File: src/rtl/pcle_pkg.sv
// ============================================================================
// pcle_pkg: shared types and constants
// Operation codes, status codes, sequencer states and payload structs.
// ============================================================================
package pcle_pkg;

    localparam int unsigned DefCapacity   = 64;
    localparam int unsigned DefValueWidth = 32;
    localparam int unsigned PosWidth      = 7;
    localparam int unsigned LenWidth      = 7;
    localparam int unsigned FieldWidth    = 32;

    typedef enum logic [1:0] {
        OP_INSERT = 2'd0,
        OP_DELETE = 2'd1,
        OP_READ   = 2'd2,
        OP_NOP    = 2'd3
    } t_op;

    typedef enum logic [1:0] {
        ST_OK     = 2'd0,
        ST_FULL   = 2'd1,
        ST_EMPTY  = 2'd2,
        ST_BEYOND = 2'd3
    } t_status;

    typedef enum logic [2:0] {
        S_IDLE,
        S_DECODE,
        S_WALK,
        S_WALK_WAIT,
        S_LINK_A,
        S_LINK_B,
        S_DEL_LINK,
        S_DONE
    } t_state;

    typedef struct packed {
        logic [1:0]            operation;
        logic [PosWidth-1:0]   position;
        logic signed [FieldWidth-1:0] value;
    } t_in_item;

    typedef struct packed {
        logic signed [FieldWidth-1:0] read_value;
        logic [LenWidth-1:0]   list_length;
        logic [1:0]            status;
    } t_out_item;

endpackage

File: src/rtl/pcle_node_mem.sv
// ============================================================================
// pcle_node_mem: node pool storage
// Separate value, next link and prev link memories, each with its own write
// port, sharing one read address, with registered read data.
// ============================================================================
module pcle_node_mem
    import pcle_pkg::*;
#(
    parameter int unsigned CAPACITY    = DefCapacity,
    parameter int unsigned VALUE_WIDTH = DefValueWidth,
    localparam int unsigned AW         = $clog2(CAPACITY)
) (
    input  logic                   i_clk,
    input  logic                   i_val_we,
    input  logic [AW-1:0]          i_val_addr,
    input  logic [VALUE_WIDTH-1:0] i_val_data,
    input  logic                   i_next_we,
    input  logic [AW-1:0]          i_next_addr,
    input  logic [AW-1:0]          i_next_data,
    input  logic                   i_prev_we,
    input  logic [AW-1:0]          i_prev_addr,
    input  logic [AW-1:0]          i_prev_data,
    input  logic [AW-1:0]          i_raddr,
    output logic [VALUE_WIDTH-1:0] o_val,
    output logic [AW-1:0]          o_next,
    output logic [AW-1:0]          o_prev
);

    logic [VALUE_WIDTH-1:0] r_val_mem  [CAPACITY];
    logic [AW-1:0]          r_next_mem [CAPACITY];
    logic [AW-1:0]          r_prev_mem [CAPACITY];
    logic [VALUE_WIDTH-1:0] r_rd_val;
    logic [AW-1:0]          r_rd_next;
    logic [AW-1:0]          r_rd_prev;

    always_ff @(posedge i_clk) begin
        if (i_val_we) begin
            r_val_mem[i_val_addr] <= i_val_data;
        end
        if (i_next_we) begin
            r_next_mem[i_next_addr] <= i_next_data;
        end
        if (i_prev_we) begin
            r_prev_mem[i_prev_addr] <= i_prev_data;
        end
        r_rd_val  <= r_val_mem[i_raddr];
        r_rd_next <= r_next_mem[i_raddr];
        r_rd_prev <= r_prev_mem[i_raddr];
    end

    assign o_val  = r_rd_val;
    assign o_next = r_rd_next;
    assign o_prev = r_rd_prev;

endmodule

File: src/rtl/pcle_free_stack.sv
// ============================================================================
// pcle_free_stack: free slot stack
// Holds unused slot numbers. A written bit per entry makes an entry that was
// never pushed read as its own index, which matches the reset contents.
// ============================================================================
module pcle_free_stack
    import pcle_pkg::*;
#(
    parameter int unsigned CAPACITY = DefCapacity,
    localparam int unsigned AW      = $clog2(CAPACITY),
    localparam int unsigned CW      = $clog2(CAPACITY + 1)
) (
    input  logic          i_clk,
    input  logic          i_rst_n,
    input  logic          i_pop,
    input  logic          i_push,
    input  logic [AW-1:0] i_push_slot,
    output logic [AW-1:0] o_top_slot,
    output logic [CW-1:0] o_count
);

    logic [AW-1:0]       r_mem [CAPACITY];
    logic [CAPACITY-1:0] r_written;
    logic [CW-1:0]       r_count;
    logic [CW-1:0]       n_count;
    logic [AW-1:0]       top_idx;
    logic [AW-1:0]       r_top;
    logic [AW-1:0]       r_top_idx;
    logic                r_top_written;
    logic                pop_ok;
    logic                push_ok;

    assign top_idx = AW'(r_count - CW'(1));
    assign pop_ok  = i_pop && (r_count != '0);
    assign push_ok = i_push && !i_pop && (r_count < CW'(CAPACITY));

    always_comb begin
        n_count = r_count;
        if (pop_ok) begin
            n_count = r_count - CW'(1);
        end else if (push_ok) begin
            n_count = r_count + CW'(1);
        end
    end

    always_ff @(posedge i_clk) begin
        if (!i_rst_n) begin
            r_count   <= CW'(CAPACITY);
            r_written <= '0;
        end else begin
            r_count <= n_count;
            if (push_ok) begin
                r_written[AW'(r_count)] <= 1'b1;
            end
        end
    end

    // The top entry is read every cycle, so it is ready in the cycle after the
    // count settles.
    always_ff @(posedge i_clk) begin
        if (push_ok) begin
            r_mem[AW'(r_count)] <= i_push_slot;
        end
        r_top         <= r_mem[top_idx];
        r_top_written <= r_written[top_idx];
        r_top_idx     <= top_idx;
    end

    assign o_top_slot = r_top_written ? r_top : r_top_idx;
    assign o_count    = r_count;

endmodule

File: src/rtl/positional_circular_list_engine.sv
// ============================================================================
// positional_circular_list_engine: circular doubly linked list sequencer
// Insert, delete and read at a one-based list position over a node pool.
// ============================================================================
// One item is in service at a time; o_in_stall is high from the cycle after
// acceptance until the result has been transferred. An error or
// no-operation goes from decode straight to the result, an insert at the
// head or tail goes straight to linking, and every other request first
// walks to its node. The position walk follows the next links from the
// head through the single registered read port of the node memory, one node
// per pass through the walk and wait states, and the result is held for as
// long as i_out_stall is high. The node memory has no reset; the free stack
// starts full with slot numbers in order and needs no clearing pass.
module positional_circular_list_engine
    import pcle_pkg::*;
#(
    parameter int unsigned CAPACITY    = DefCapacity,
    parameter int unsigned VALUE_WIDTH = DefValueWidth
) (
    input  logic      i_clk,
    input  logic      i_rst_n,
    input  logic      i_in_valid,
    output logic      o_in_stall,
    input  t_in_item  i_in_data,
    output logic      o_out_valid,
    input  logic      i_out_stall,
    output t_out_item o_out_data
);

    localparam int unsigned AW   = $clog2(CAPACITY);
    localparam int unsigned CW   = $clog2(CAPACITY + 1);
    localparam int unsigned VW   = VALUE_WIDTH;
    localparam int unsigned CmpW = (CW > PosWidth) ? CW : PosWidth;

    t_state r_state, n_state;

    // Captured request.
    t_op                 r_op;
    logic [PosWidth-1:0] r_pos;
    logic [VW-1:0]       r_val;

    // List registers and walk state. r_a and r_b are the neighbors that a
    // link update touches: the node before and the node after.
    logic [AW-1:0] r_head, r_tail, r_cur, r_new, r_a, r_b;
    logic [CW-1:0] r_len, r_steps;
    logic [VW-1:0] r_res_val;
    t_status       r_res_st;

    // Node memory ports.
    logic          val_we, next_we, prev_we;
    logic [AW-1:0] val_addr, next_addr, prev_addr, mem_raddr;
    logic [VW-1:0] val_wdata;
    logic [AW-1:0] next_wdata, prev_wdata;
    logic [VW-1:0] rd_val;
    logic [AW-1:0] rd_next, rd_prev;

    logic          fs_pop, fs_push;
    logic [AW-1:0] fs_top;
    logic [CW-1:0] fs_count;

    pcle_node_mem #(.CAPACITY(CAPACITY), .VALUE_WIDTH(VALUE_WIDTH)) u_mem (
        .i_clk      (i_clk),
        .i_val_we   (val_we),
        .i_val_addr (val_addr),
        .i_val_data (val_wdata),
        .i_next_we  (next_we),
        .i_next_addr(next_addr),
        .i_next_data(next_wdata),
        .i_prev_we  (prev_we),
        .i_prev_addr(prev_addr),
        .i_prev_data(prev_wdata),
        .i_raddr    (mem_raddr),
        .o_val      (rd_val),
        .o_next     (rd_next),
        .o_prev     (rd_prev)
    );

    pcle_free_stack #(.CAPACITY(CAPACITY)) u_free (
        .i_clk      (i_clk),
        .i_rst_n    (i_rst_n),
        .i_pop      (fs_pop),
        .i_push     (fs_push),
        .i_push_slot(r_cur),
        .o_top_slot (fs_top),
        .o_count    (fs_count)
    );

    logic accept;
    assign accept     = i_in_valid && (r_state == S_IDLE);
    assign o_in_stall = (r_state != S_IDLE);

    // Position compares against the current length, at a common width.
    logic [CmpW-1:0] pos_x, len_x;
    logic            pos_le1, pos_ge_len, pos_gt_len, ins_full, ins_at_end, len_is1;
    logic [CW-1:0]   ins_hops, mid_hops, rd_hops;

    assign pos_x      = CmpW'(r_pos);
    assign len_x      = CmpW'(r_len);
    assign pos_le1    = (r_pos <= PosWidth'(1));
    assign pos_ge_len = (pos_x >= len_x);
    assign pos_gt_len = (pos_x > len_x);
    assign ins_full   = (r_len >= CW'(CAPACITY)) || (fs_count == '0);
    assign ins_at_end = (r_len == '0) || pos_le1 || pos_ge_len;
    assign len_is1    = (r_len == CW'(1));

    // Hops from the head: to the node before the new one for a middle
    // insert, to the target node for a middle delete or a read.
    assign ins_hops = CW'(pos_x - CmpW'(2));
    assign mid_hops = CW'(pos_x - CmpW'(1));
    assign rd_hops  = (r_pos == '0) ? '0 : mid_hops;

    // Next-state logic.
    always_comb begin
        n_state = r_state;
        case (r_state)
            S_IDLE: begin
                if (i_in_valid) n_state = S_DECODE;
            end
            S_DECODE: begin
                case (r_op)
                    OP_INSERT: begin
                        if (ins_full) n_state = S_DONE;
                        else if (ins_at_end) n_state = S_LINK_A;
                        else n_state = S_WALK;
                    end
                    OP_DELETE: begin
                        if (r_len == '0) n_state = S_DONE;
                        else n_state = S_WALK;
                    end
                    OP_READ: begin
                        if (r_len == '0 || pos_gt_len) n_state = S_DONE;
                        else n_state = S_WALK;
                    end
                    default: n_state = S_DONE;
                endcase
            end
            S_WALK:      n_state = S_WALK_WAIT;
            S_WALK_WAIT: begin
                if (r_steps != '0) begin
                    n_state = S_WALK;
                end else begin
                    case (r_op)
                        OP_INSERT: n_state = S_LINK_A;
                        OP_DELETE: n_state = S_DEL_LINK;
                        default:   n_state = S_DONE;
                    endcase
                end
            end
            S_LINK_A:    n_state = S_LINK_B;
            S_LINK_B:    n_state = S_DONE;
            S_DEL_LINK:  n_state = S_DONE;
            S_DONE: begin
                if (!i_out_stall) n_state = S_IDLE;
            end
            default:     n_state = S_IDLE;
        endcase
    end

    // Memory and stack control. An insert writes the new node whole, then
    // points its two neighbors at it; a delete points the neighbors of the
    // removed node at each other and returns its slot.
    always_comb begin
        val_we     = 1'b0;
        next_we    = 1'b0;
        prev_we    = 1'b0;
        val_addr   = r_new;
        next_addr  = r_new;
        prev_addr  = r_new;
        val_wdata  = r_val;
        next_wdata = r_b;
        prev_wdata = r_a;
        mem_raddr  = r_cur;
        fs_pop     = 1'b0;
        fs_push    = 1'b0;
        case (r_state)
            S_DECODE: begin
                fs_pop = (r_op == OP_INSERT) && !ins_full;
            end
            S_LINK_A: begin
                val_we  = 1'b1;
                next_we = 1'b1;
                prev_we = 1'b1;
            end
            S_LINK_B: begin
                next_we    = 1'b1;
                next_addr  = r_a;
                next_wdata = r_new;
                prev_we    = 1'b1;
                prev_addr  = r_b;
                prev_wdata = r_new;
            end
            S_DEL_LINK: begin
                fs_push = 1'b1;
                if (!len_is1) begin
                    next_we    = 1'b1;
                    next_addr  = r_a;
                    next_wdata = r_b;
                    prev_we    = 1'b1;
                    prev_addr  = r_b;
                    prev_wdata = r_a;
                end
            end
            default: ;
        endcase
    end

    // State, head, tail and length.
    always_ff @(posedge i_clk) begin
        if (!i_rst_n) begin
            r_state <= S_IDLE;
            r_head  <= '0;
            r_tail  <= '0;
            r_len   <= '0;
        end else begin
            r_state <= n_state;
            case (r_state)
                S_LINK_B: begin
                    r_len <= r_len + CW'(1);
                    if (r_len == '0) begin
                        r_head <= r_new;
                        r_tail <= r_new;
                    end else if (pos_le1) begin
                        r_head <= r_new;
                    end else if (pos_ge_len) begin
                        r_tail <= r_new;
                    end
                end
                S_DEL_LINK: begin
                    r_len <= r_len - CW'(1);
                    if (len_is1) begin
                        r_head <= '0;
                        r_tail <= '0;
                    end else begin
                        if (r_cur == r_head) r_head <= r_b;
                        if (r_cur == r_tail) r_tail <= r_a;
                    end
                end
                default: ;
            endcase
        end
    end

    // Request capture, walk and result registers.
    always_ff @(posedge i_clk) begin
        if (accept) begin
            r_op  <= t_op'(i_in_data.operation);
            r_pos <= i_in_data.position;
            r_val <= VW'($unsigned(i_in_data.value));
        end
        case (r_state)
            S_DECODE: begin
                r_res_val <= '0;
                r_res_st  <= ST_OK;
                r_cur     <= r_head;
                r_steps   <= '0;
                r_new     <= fs_top;
                r_a       <= r_tail;
                r_b       <= r_head;
                case (r_op)
                    OP_INSERT: begin
                        if (ins_full) begin
                            r_res_st <= ST_FULL;
                        end else begin
                            r_res_val <= r_val;
                            // A lone node links to itself.
                            if (r_len == '0) begin
                                r_a <= fs_top;
                                r_b <= fs_top;
                            end else if (!ins_at_end) begin
                                r_steps <= ins_hops;
                            end
                        end
                    end
                    OP_DELETE: begin
                        if (r_len == '0) r_res_st <= ST_EMPTY;
                        else if (pos_le1) r_cur <= r_head;
                        else if (pos_ge_len) r_cur <= r_tail;
                        else r_steps <= mid_hops;
                    end
                    OP_READ: begin
                        if (r_len == '0) r_res_st <= ST_EMPTY;
                        else if (pos_gt_len) r_res_st <= ST_BEYOND;
                        else r_steps <= rd_hops;
                    end
                    default: ;
                endcase
            end
            S_WALK_WAIT: begin
                if (r_steps != '0) begin
                    r_steps <= r_steps - CW'(1);
                    r_cur   <= rd_next;
                end else begin
                    case (r_op)
                        OP_INSERT: begin
                            r_a <= r_cur;
                            r_b <= rd_next;
                        end
                        OP_DELETE: begin
                            r_res_val <= rd_val;
                            r_a       <= rd_prev;
                            r_b       <= rd_next;
                        end
                        default: r_res_val <= rd_val;
                    endcase
                end
            end
            default: ;
        endcase
    end

    assign o_out_valid            = (r_state == S_DONE);
    assign o_out_data.read_value  = FieldWidth'(r_res_val);
    assign o_out_data.list_length = LenWidth'(r_len);
    assign o_out_data.status      = r_res_st;

endmodule
File: config.mk
export PLATFORM = sky130hd
export DESIGN_NAME = positional_circular_list_engine
export DESIGN_NICKNAME = d
export VERILOG_FILES = /design/src/rtl/pcle_pkg.sv /design/src/rtl/pcle_node_mem.sv /design/src/rtl/pcle_free_stack.sv /design/src/rtl/positional_circular_list_engine.sv
export SDC_FILE = /design/constraint.sdc
export NUM_CORES = 2
export LEC_CHECK = 0
export ABC_AREA = 1
export BUFFER_PORTS_ARGS = -buffer_cell sky130_fd_sc_hd__buf_4
export CAP_MARGIN = 20
export CORE_ASPECT_RATIO = 1.5
export CORE_MARGIN = 5
export CORE_UTILIZATION = 45
export DETAILED_ROUTE_END_ITERATION = 16
export GPL_ROUTABILITY_DRIVEN = 0
export MAX_ROUTING_LAYER = met4
export PLACE_DENSITY = 0.66
export SLEW_MARGIN = 25
export SYNTH_ARGS = -nofsm -noshare
export SYNTH_HDL_FRONTEND = slang
export SYNTH_SLANG_ARGS = --single-unit
export TNS_END_PERCENT = 20
File: constraint.sdc
create_clock -name i_clk -period 6.33 [get_ports i_clk]
set_clock_uncertainty 0.15 [all_clocks]
set_input_delay 0.3165 -clock i_clk [delete_from_list [all_inputs] [get_ports i_clk]]
set_output_delay 0.3165 -clock i_clk [all_outputs]
set_load 0.02 [all_outputs]
==> metrics <==
Hold Path Class=primary input to flip-flop; via/cell ratio=~6; Resized Gates After CTS=0; Pleak=53.8 nW; post-route clock period utilization=around 65%; Yosys cell types=between 40 and 50; post-synthesis adder-cell area fraction=0.206%; grt total ovfl=0; sw frac=a little over a third; CP Data Arrival Time=about 4.8 ns; net switching power=23.8 mW; number of warnings issued by yosys=0; initial antenna violation count=15; Int Power=~43 mW; peak supply drop=about 0.00037 V; mux contribution to synthesized area=less than 1%; DRT iter0 DRCs=between 10000 and 15000; Clock H-tree levels=5; area delta synth->final=11.7%; Final Core Density=roughly half; Synth Area in XOR/XNOR=less than 1%; Setup crit start kind=flip-flop; CTS root buf=clkbuf_16; Post-Synth Simple-Gate Area=approximately a fifth; mapped cell area=139000 sq um; Setup TNS=0 ns; Post-Syn Instances=11800; unrepaired setup endpoints after global routing=no; main combinational cell family by area after synthesis=simple AND/OR/NAND/NOR gates; outcome=complete, no violations; Syn Area/Cell=11.8 sq um; hold buffer count at cts=67; routed length per placed instance=around 25 microns; Die ar.=around 320000 sq um; Synth Register Bits=between 3000 and 4000; Worst-path clk slew=approximately 0.070 ns; number of global-route vias before repair=around 91000; Clk pwr share=between 20 and 30%; Synth Flop Type=edfxtp_1; first-pass GRT wire length=580000 microns; crit-path max FO=between 100 and 150; CTS tree=built; final hold viol count=0; Die Wd=approximately 460 microns; largest net degree at the start of global routing=approximately 230; syn_nets=~12000; Compound-Gate Fraction of Synth Area=between 4 and 5%; worst skew pair latency=between 0.8 and 0.9 ns; Via Count=approximately 94000; Crit. End Element=flip-flop; Routed Antenna Nets=0; CTS Sinks=roughly 3500; Pre-antenna DRT Iters=9; DP Wirelength=226000 microns; cts bufs inserted=around 310; total track usage=around 25%; Initial Utilization=45.2%; EDFF count, synth=between 3000 and 4000; Worst Path Required=~7 ns; final setup vio count=0; Nets=11800; IO buf count=87; Seq/Total Area, Yosys=about three quarters; share of flip-flops with an asynchronous set or reset=0%; Post CTS Setup Buffer Count=0; logic gate share of total power=between 20 and 30%; Core Region=a little over 300000 sq um; total power=about 67 mW; Slew HR=16.3%; slew of the pin with the lowest slew margin=between 1 and 1.5 ns; die height=a little under 700 microns; Tmin final=4.14 ns; CTS Buffer Depth=4; fmax=around 0.24 GHz; DRC=0; layout cells sized above 1=under 10%; max cap viols=0; max-slew violation count=0; Reg power frac=~42%; IO Count=between 80 and 90; Final Hold Slack=just over 0.07 ns; Cell Pwr Density=approximately 430 nW/um^2; WL final=a little under 400000 microns; row cnt=250; WS Path Type=flip-flop to flip-flop
routing by layer:
layer	vias to the layer above	global-route usage, %	wire, microns	share of wire (%)
li1	41800	-	-	-
met1	46100	28.5	142000	36
met2	4664	41.3	199000	50
met3	1098	2.76	28900	7.3
met4	0	14.8	28000	7.0
met5	-	-	0	0
registers in the layout, indices dropped and copies added, names as in the netlist, 32 cells and up:
register / flops
r_res_val: 32
r_val: 32
u_free.r_mem: 384
u_free.r_written: 64
u_mem.o_val: 32
u_mem.r_next_mem: 384
u_mem.r_prev_mem: 384
u_mem.r_val_mem: 2048
area by class of cell:
class | instances | area (sq um)
Timing Repair Buffer | 365 | 3430
Clock buffer | 398 | 8390
Sequential cell | 3456 | 102000
Clock inverter | 158 | 1690
Fill cell | 25800 | 153000
Multi-Input combinational cell | 7321 | 33800
Inverter | 279 | 1090
Tap cell | 4032 | 5040
Antenna cell | 5 | 12.5
worst max-delay path, cell delays in order (launching register included):
cell and delay [ns]:
edfxtp_1 0.44, buf_12 0.24, inv_8 0.82, buf_12 0.47, o21ai_0 0.14, o22ai_1 0.20
nand2_1 0.09, nand3_1 0.10, nand3_1 0.27, nand2_1 0.32, nand2_1 0.33, nand2_1 0.17
kinds of logic (layout without fill, tap and decap cells):
group,Yosys count,in the layout
compound gates,1164,1164
xor+xnor,22,22
fa+ha+maj,23,23
buf+inv,1031,1200
flops,3456,3456
mux,6,6
other cells,0,5
simple gates,6106,6106
worst paths after layout:
check	from	to	slack (ns)	cells after the start
max	mem_raddr[0]$_DFFE_PP_	u_mem.o_val[7]$_DFF_P_	2.19	11
min	i_in_data[27]	r_val[27]$_DFFE_PP_	0.07	2
max reg2reg	mem_raddr[0]$_DFFE_PP_	u_mem.o_val[7]$_DFF_P_	2.19	11
min reg2reg	u_free.r_written[63]$_SDFFE_PN0P_	u_free.r_written[63]$_SDFFE_PN0P_	0.31	2
power by group through the flow:
stage	Clock [mW]	Combinational, mW	Sequential (mW)
floorplan	0	11.2	29.1
global placement	0	19.1	28.6
detailed placement	0	19.4	28.6
CTS	19.2	19.5	28.1
global route	20.1	21.1	28.1
finish	18.9	19.7	28.1
Yosys cell counts, types with 2 or more instances:
library cell  count  area, sq um
xnor2_1           4         35.0
nand3_2          15          150
xor2_1           18          158
inv_4             4         25.0
nor3_1           12         60.1
o21ai_1           2         10.0
buf_2           161          806
nand4_2           7         87.6
nand3_1        2247        11200
ha_1             23          288
a31oi_1           7         43.8
inv_2            20         75.1
buf_6             2         22.5
o211ai_1        114          856
dfxtp_1         150         3000
mux2_2            6         67.6
or2_2             2         12.5
clkbuf_1        510         1910
o21ai_0         689         3450
nand2_1        2741        10300
nor2_4            3         33.8
inv_1           254          953
o22ai_1         146          913
nor2_8            4         80.1
buf_4             3         22.5
nand4_1          27          169
nand2_2           6         37.5
edfxtp_1       3306        99300
nor2_2            4         25.0
a21oi_1         200         1000
nor2_1         1024         3840
buf_1            76          285
nand2_4           7         78.8
nor4_1            2         12.5
cell usage in the layout, fill, tap and decap left out, drive strengths merged, types with 2 or more instances in the layout:
cell type,Yosys,routed
a21oi,202,202
a31oi,7,7
buf,242,298
bufinv,0,32
clkbuf,510,398
clkinv,1,97
clkinvlp,0,18
dfxtp,150,150
diode,0,5
dlygate4sd3,0,67
edfxtp,3306,3306
ha,23,23
inv,278,290
mux2,6,6
nand2,2755,2755
nand3,2263,2263
nand4,34,34
nor2,1035,1035
nor3,13,13
nor4,2,2
o211ai,114,114
o21ai,692,692
o22ai,146,146
or2,2,2
xnor2,4,4
xor2,18,18
through the flow:
| stage | area [sq um] | setup slack (ns) | std cells |
|---|---|---|---|
| after floorplan | 139000 | 1.76 | 11800 |
| after global placement | 145000 | 2.26 | 15400 |
| after detailed placement | 145000 | 2.32 | 15400 |
| after CTS | 156000 | 2.33 | 16000 |
| after global routing | 156000 | 2.03 | 16000 |
| final | 156000 | 2.19 | 16000 |
Note: power is estimated with default switching activity, not from simulation.
